## config.mk

```make
export PLATFORM = sky130hd
export DESIGN_NAME = ttcc_clip
export DESIGN_NICKNAME = d
export VERILOG_FILES = /design/src/hw/rtl/ttcc_pkg.sv /design/src/hw/rtl/ttcc_clip.sv
export SDC_FILE = /design/constraint.sdc
export NUM_CORES = 1
export LEC_CHECK = 0
export BUFFER_PORTS_ARGS = -buffer_cell sky130_fd_sc_hd__buf_4
export CORE_MARGIN = 2
export CORE_UTILIZATION = 55
export CTS_CLUSTER_SIZE = 24
export DETAILED_ROUTE_END_ITERATION = 12
export GPL_TIMING_DRIVEN = 0
export PLACE_DENSITY_LB_ADDON = 0.3
export SYNTH_ARGS = -nofsm -noshare
export SYNTH_HDL_FRONTEND = slang
export SYNTH_SLANG_ARGS = --single-unit
```

## constraint.sdc

```tcl
create_clock -name i_clk -period 4.75 [get_ports i_clk]
set_input_delay 0.475 -clock i_clk [delete_from_list [all_inputs] [get_ports i_clk]]
set_output_delay 0.475 -clock i_clk [all_outputs]
set_load 0.1 [all_outputs]
```

## src/hw/rtl/ttcc_pkg.sv

```systemverilog
// Shared types and constants for the thermal throttle cap combiner.
// No dependencies.
`default_nettype none

package ttcc_pkg;

    localparam int KHZ_W     = 24;
    localparam int LVL_W     = 5;
    localparam int CNT_W     = 16;
    localparam int TOT_W     = 18;
    localparam int LEN_W     = 6;
    localparam int SLOT_W    = 5;
    localparam int CFG_IDX_W = 3;
    localparam int MASK_W    = 3;

    localparam logic [KHZ_W-1:0] NO_CAP        = 24'hFFFFFF;
    localparam logic [KHZ_W-1:0] LOWEST_MARK   = 24'h000000;
    localparam logic [KHZ_W-1:0] BUS_MAX_RESET = 24'hFFFFFE;

    localparam logic [1:0] OP_LEVEL  = 2'd0;
    localparam logic [1:0] OP_CAP_WR = 2'd1;
    localparam logic [1:0] OP_CPU_WR = 2'd2;
    localparam logic [1:0] OP_GOV    = 2'd3;

    localparam logic [CFG_IDX_W-1:0] CFG_CPU_LOWEST = 3'd0;
    localparam logic [CFG_IDX_W-1:0] CFG_BUS0_MAX   = 3'd1;
    localparam logic [CFG_IDX_W-1:0] CFG_BUS1_MAX   = 3'd2;
    localparam logic [CFG_IDX_W-1:0] CFG_BUS2_MAX   = 3'd3;
    localparam logic [CFG_IDX_W-1:0] CFG_TABLE_LEN  = 3'd4;
    localparam logic [CFG_IDX_W-1:0] CFG_EXACT      = 3'd5;

    typedef struct packed {
        logic             start;
        logic [KHZ_W-1:0] cap;
        logic [LEN_W-1:0] len;
    } t_clip_req;

    typedef struct packed {
        logic              en;
        logic [SLOT_W-1:0] slot;
        logic [KHZ_W-1:0]  data;
    } t_tbl_wr;

    typedef struct packed {
        logic             done;
        logic [KHZ_W-1:0] value;
    } t_clip_rsp;

endpackage

`default_nettype wire

```

## src/hw/rtl/ttcc_clip.sv

```systemverilog
// CPU frequency table store and the walk that clips a cap to a table entry.
// Depends on ttcc_pkg.
`default_nettype none

module ttcc_clip #(
    parameter int DEPTH = 32
) (
    input  wire                  i_clk,
    input  wire                  i_rst_n,
    input  ttcc_pkg::t_tbl_wr    i_wr,
    input  ttcc_pkg::t_clip_req  i_req,
    output ttcc_pkg::t_clip_rsp  o_rsp
);
    import ttcc_pkg::*;

    localparam int TW = $clog2(DEPTH);
    localparam int LW = $clog2(DEPTH + 1);

    localparam logic [1:0] C_IDLE = 2'd0;
    localparam logic [1:0] C_RD   = 2'd1;
    localparam logic [1:0] C_CMP  = 2'd2;

    logic [KHZ_W-1:0] r_mem [DEPTH];
    logic [KHZ_W-1:0] r_rd;

    logic [1:0]       r_state, n_state;
    logic [TW-1:0]    r_idx, n_idx;
    logic [KHZ_W-1:0] r_cap, n_cap;
    logic [KHZ_W-1:0] r_prev, n_prev;
    logic             r_done, n_done;
    logic [KHZ_W-1:0] r_val, n_val;

    logic [LW-1:0]    len_eff;

    always_comb begin
        if (32'(i_req.len) > DEPTH) begin
            len_eff = LW'(DEPTH);
        end else begin
            len_eff = LW'(i_req.len);
        end
    end

    always_ff @(posedge i_clk) begin
        if (i_wr.en && (32'(i_wr.slot) < DEPTH)) begin
            r_mem[TW'(i_wr.slot)] <= i_wr.data;
        end
        r_rd <= r_mem[r_idx];
    end

    always_comb begin
        n_state = r_state;
        n_idx   = r_idx;
        n_cap   = r_cap;
        n_prev  = r_prev;
        n_val   = r_val;
        n_done  = 1'b0;
        unique case (r_state)
            C_IDLE: begin
                if (i_req.start) begin
                    n_cap = i_req.cap;
                    n_idx = '0;
                    if (len_eff == '0) begin
                        n_val  = i_req.cap;
                        n_done = 1'b1;
                    end else begin
                        n_state = C_RD;
                    end
                end
            end
            C_RD: begin
                n_state = C_CMP;
            end
            C_CMP: begin
                if (r_rd > r_cap) begin
                    n_val   = (r_idx == '0) ? r_rd : r_prev;
                    n_done  = 1'b1;
                    n_state = C_IDLE;
                end else if ((LW'(r_idx) + LW'(1)) == len_eff) begin
                    n_val   = r_rd;
                    n_done  = 1'b1;
                    n_state = C_IDLE;
                end else begin
                    n_prev  = r_rd;
                    n_idx   = r_idx + TW'(1);
                    n_state = C_RD;
                end
            end
            default: begin
                n_state = C_IDLE;
            end
        endcase
    end

    always_ff @(posedge i_clk) begin
        if (!i_rst_n) begin
            r_state <= C_IDLE;
            r_done  <= 1'b0;
            r_idx   <= '0;
        end else begin
            r_state <= n_state;
            r_done  <= n_done;
            r_idx   <= n_idx;
        end
        r_cap  <= n_cap;
        r_prev <= n_prev;
        r_val  <= n_val;
    end

    assign o_rsp.done  = r_done;
    assign o_rsp.value = r_val;

endmodule

`default_nettype wire

```

Word level (Yosys, flattened, before mapping)
Memories as Yosys holds them, arrays and structs flattened. A register that Yosys moved wholly into a read port is not among the register bits.
Index checks and enable logic that the tools add are counted.
{"block": "word_totals", "in_bits": 63, "n_memories": 1, "wordCells": 54, "ramBits": 768, "regBits": 80, "rom_bits": 0, "latch_bits": 0}
{"block": "op_classes", "muxes": 23, "bitwise_logic": 2, "n_div": 0, "add_sub_neg": 2, "n_reduce_logical": 9, "mul": 0, "n_eq_ne": 9, "n_shift": 0, "order_cmp": 2}
{"memory": "r_mem", "depth": 32, "width": 24, "read_ports": 1, "rd_ports_with_merged_regs": 1, "wr": 1, "line_no": "ttcc_clip.sv:23", "source": "logic [KHZ_W-1:0] r_mem [DEPTH];"}
{"op": "24-bit two-way mux", "count": 5}
{"op": "24-bit case mux with 2 select lines", "count": 1}
{"op": "24-bit > comparator", "count": 1}
{"op": "5-bit two-way mux", "count": 3}
{"op": "2-bit != test (second input constant)", "count": 5}
{"op": "5-bit case mux with 2 select lines", "count": 1}
{"op": "1-bit two-way mux", "count": 8}
{"op": "4-bit AND reduction", "count": 2}
{"op": "5-bit by 1-bit adder with 6-bit output (second input constant)", "count": 1}
{"op": "6-bit equality test", "count": 1}
{"op": "6-bit > comparator (second input constant)", "count": 1}
{"op": "6-bit logical NOT", "count": 1}
{"op": "6-bit two-way mux", "count": 1}
{"op": "2-bit case mux with 3 select lines", "count": 1}
{"op": "5-bit by 1-bit adder with 5-bit output (second input constant)", "count": 1}
{"op": "5-bit logical NOT", "count": 1}
{"op": "2-bit two-way mux", "count": 2}
{"op": "2-bit AND reduction", "count": 2}
{"op": "3-bit != test (second input constant)", "count": 1}
{"op": "3-bit AND reduction", "count": 1}
{"op": "2-bit by 1-bit equality test with 1-bit output (second input constant)", "count": 1}
{"op": "2-bit equality test (second input constant)", "count": 1}
{"op": "2-bit logical NOT", "count": 1}
{"op": "1-bit NOT", "count": 2}
{"op": "other kinds (2)", "count": 2}

Longest topological paths before layout
{"block": "logic_depth", "ltp_word": 6, "mapped_depth": 12}

Least setup slack after synthesis
Ideal clock, no wire load.
{"block": "synth_timing", "path_type": "register -> register", "from": "register r_idx[1]", "to": "register r_val[0] (enable)", "stages_incl_launch_ff": 11, "path_buffers": 3, "t_arrival_ps": 3992, "path_slack_ps": 320, "setup_ps": 438, "path_cell_list": "dfxtp_1 -> buf_4 -> clkbuf_1 -> clkbuf_1 -> inv_1 -> ha_1 -> xor2_1 -> a211o_1 -> a211oi_2 -> a21boi_0 -> o21ai_0"}
{"block": "synth_between", "elab_chain_cells": 4}
{"item": "from (decl)", "line_no": "ttcc_clip.sv:27", "source": "logic [TW-1:0] r_idx, n_idx;"}
{"item": "from (signal assigned)", "line_no": "ttcc_clip.sv:102", "source": "r_idx <= n_idx;"}
{"item": "5-bit by 1-bit adder with 6-bit output", "line_no": "ttcc_clip.sv:78", "source": "end else if ((LW'(r_idx) + LW'(1)) == len_eff) begin"}
{"item": "6-bit equality test", "line_no": "ttcc_clip.sv:78"}
{"item": "3-bit != test (no source line)"}
{"item": "4-bit AND reduction (no source line)"}
{"item": "to (signal assigned)", "line_no": "ttcc_clip.sv:106", "source": "r_val <= n_val;"}
{"item": "to (decl)", "line_no": "ttcc_clip.sv:31", "source": "logic [KHZ_W-1:0] r_val, n_val;"}
Every way passes these cells.
A chain may end at the register's enable or synchronous reset.

Worst setup path in the final report
{"block": "layout_timing", "from": "register r_idx[1]", "to": "register r_val[11] (enable)"}
Same word-level chain as after synthesis.

==> flow_summary.json <==
{
  "io_buffers": 85,
  "htreeDepth": 3,
  "clk_pin_slew_ns": 0.06,
  "crit_path_frequent_cell": "clkbuf_1",
  "max_cap_violations": 0,
  "fin_skew_ns": 0.0269,
  "min_period_ns": 4.21,
  "drv_slew": 0,
  "end_kind": "flip-flop",
  "synth_cell_types": 60,
  "die_y_um": 251,
  "internal_power_w": 0.0125,
  "placed_area_sq_um": 35800,
  "async_flop_share": 0,
  "antenna_found_initial": 1,
  "vias": 16300,
  "finalHoldViolations": 0,
  "postRouteAntennaNets": 0,
  "cp_top_family": "buffers and inverters",
  "hold_depth": 1,
  "final_cell_mix": "edfxtp_1 (840), mux4_2 (240), nand2_1 (112), buf_4 (93), clkbuf_16 (89)",
  "cp.depth": 11,
  "io_pins": 88,
  "ys.flop_type": "edfxtp_1",
  "power.switching_w": 0.00321,
  "startpoint_type": "flip-flop",
  "fp.dieArea_sq_um": 63200,
  "cp_max_fo": 17,
  "cts_hold_buf": 0,
  "worst-slew-pin-transition_ns": 1.13,
  "cts.path.max_buffers": 3,
  "rows": 90,
  "p_sw_frac": 0.204,
  "yosysSeqAreaShare": 0.768,
  "numCtsBuffers": 84,
  "crit_type": "reg -> reg",
  "ys_warn_count": 0,
  "grt_max_degree": 33,
  "fin_nets": 1807,
  "cp_cell_sequence": "buf_4 -> clkbuf_1 -> clkbuf_1 -> inv_1 -> ha_1 -> xor2_1 -> a211o_1 -> a211oi_2 -> a21boi_0 -> o21ai_2 -> buf_16",
  "wirelength_um": 76200,
  "diodes": 0,
  "synth.net_count": 1622,
  "synth.ff_latch_count": 872,
  "run_status": "finished, final reports clean",
  "overflow": 0,
  "arrival_ns": 4.54,
  "drcViolationCount": 0,
  "hp-class": "in -> reg",
  "fmax_ghz": 0.237,
  "worst-path-buf-inv": 5,
  "layout_commonest_cell": "edfxtp_1",
  "rr_worst_depth": 11,
  "worstPathRequired_ns": 5.08,
  "cp_slowest_cell": "clkbuf_1",
  "synth_cells": 1533,
  "die_width_um": 251,
  "p_total_w": 0.0157,
  "post_drt_wl_per_cell_um": 29.7,
  "cts_resized": 0,
  "post-route-cell-area_sq_um": 38600,
  "netlist_area_sq_um": 33700,
  "ir_drop_mv": 0.479,
  "n_fill_cell": 3883,
  "rsz0062_at_grt": "no",
  "clock_power_share": 0.421,
  "tritoncts": "yes",
  "hpwl_um": 46400,
  "relSlewSlack": 0.249,
  "register_area_sq_um": 25900,
  "clkLatencyLatePin_ns": 0.63,
  "viasPerCell": 6.34,
  "grt_pass1_wl_um": 112000,
  "synth.avg_cell_area_sq_um": 22.0,
  "synth_edf_count": 840,
  "slowest_delay_ns": 0.66,
  "cts.sinks": 872,
  "seq_power_share": 0.545,
  "powerDensity_nw_per_um2": 408,
  "gp_congestion": 0.863,
  "drt_pre_antenna_iters": 8,
  "setup_tns_ns": 0,
  "syn2layout_area_growth_pct": 14.6,
  "multi_input_area_sq_um": 7580,
  "drive_gt1_frac": 0.300,
  "power_frac_comb": 0.034,
  "coreArea_sq_um": 60500,
  "initial_utilization": 0.557,
  "finalSetupViolations": 0,
  "period_share": 0.886,
  "leakagePower_nw": 12.4,
  "drt-initial-drc-count": 2132,
  "grt_usage": 0.248,
  "postCtsSetupBuffers": 0,
  "cts-root-buf": "clkbuf_16",
  "grt_pass1_vias": 16700
}
per-layer routing:
metal  wire length (um)  track usage  vias up
met5                  0            0        -
met4               2420       0.0828        0
met3               6890       0.0557      141
met2              36900        0.396      879
met1              30000        0.346     8508
li1                   -            -     6747
synth_stat cells, types with 2 or more instances:
| cell type | instances | area share |
|---|---|---|
| nand4_1 | 7 | 0.0013 |
| o211ai_1 | 3 | 0.00067 |
| nand3b_1 | 6 | 0.0013 |
| buf_1 | 7 | 0.00078 |
| buf_2 | 15 | 0.0022 |
| o21ai_0 | 22 | 0.0033 |
| o21ai_1 | 6 | 0.00089 |
| nand3_1 | 9 | 0.0013 |
| buf_4 | 8 | 0.0018 |
| a21oi_1 | 9 | 0.0013 |
| nor2_1 | 45 | 0.0050 |
| dfxtp_1 | 32 | 0.019 |
| o22ai_1 | 3 | 0.00056 |
| buf_6 | 4 | 0.0013 |
| mux4_2 | 240 | 0.16 |
| nor3_1 | 2 | 0.00030 |
| mux2i_1 | 25 | 0.0074 |
| clkbuf_1 | 38 | 0.0042 |
| edfxtp_1 | 840 | 0.75 |
| inv_1 | 29 | 0.0032 |
| or3_1 | 2 | 0.00037 |
| and3_1 | 2 | 0.00037 |
| nand2_1 | 112 | 0.012 |
| ha_1 | 26 | 0.0097 |
| or3b_2 | 2 | 0.00052 |
| nor2b_1 | 4 | 0.00074 |
| xnor3_1 | 2 | 0.0013 |
worst reg2reg max path, cell delays in order (launching register included):
cell and delay [ns]:
dfxtp_1 0.35, buf_4 0.19, clkbuf_1 0.66, clkbuf_1 0.56, inv_1 0.11, ha_1 0.35
xor2_1 0.16, a211o_1 0.28, a211oi_2 0.28, a21boi_0 0.20, o21ai_2 0.52, buf_16 0.23
registers in the layout, indices dropped and copies added (netlist names):
name / count
r_cap: 24
r_idx: 5
r_state: 2
r_val: 24
r_prev: 24
r_rd: 24
r_mem: 768
r_done: 1
worst paths after layout:
kind / end / slack [ns] / from
max: r_val[11]$_DFFE_PP_ / 0.54 / r_idx[1]$_SDFFE_PN0P_
min: r_cap[14]$_DFFE_PP_ / 0.03 / i_req[20]
max reg2reg: r_val[11]$_DFFE_PP_ / 0.54 / r_idx[1]$_SDFFE_PN0P_
min reg2reg: r_state[1]$_SDFFE_PN0P_ / 0.46 / r_state[0]$_SDFFE_PN0P_
power groups by stage:
stage | clock network [W] | registers (W) | logic (W)
5_1_grt | 0.00697 | 0.00858 | 0.000579
2_1_floorplan | 0 | 0.00876 | 0.000244
3_5_place_dp | 0 | 0.00874 | 0.000538
6_report | 0.00663 | 0.00857 | 0.000537
4_1_cts | 0.00670 | 0.00858 | 0.000541
3_3_place_gp | 0 | 0.00873 | 0.000496
layout make-up:
cell class,instances,share of cell area
Inverter,31,0.00301
Buffer,72,0.00904
Clock inverter,49,0.0111
Timing Repair Buffer,99,0.0248
Sequential cell,872,0.670
Tap cell,782,0.0254
Multi-Input combinational cell,558,0.196
Clock buffer,106,0.0601
cells by family after synthesis:
family | synth area share
flip-flops | 0.768
multiplexers | 0.168
AND/OR/NAND/NOR | 0.0265
buffers and inverters | 0.0138
AO/OA/AOI/OAI | 0.0117
adder cells (fa/ha/maj) | 0.00966
XOR/XNOR | 0.00186
stage by stage:
stage / utilization / hold slack [ns] / instances / worst slack (ns)
after global placement: 0.584 / 0.434 / 2400 / -1.16
after CTS: 0.638 / 0.00324 / 2569 / 0.503
final: 0.638 / 0.0343 / 2569 / 0.539
after floorplan: - / 0.422 / 1533 / 0.320
after global routing: 0.638 / 0.0141 / 2569 / 0.289
after detailed placement: 0.593 / 0.451 / 2414 / 0.610
(Power assumes the default switching activity.)
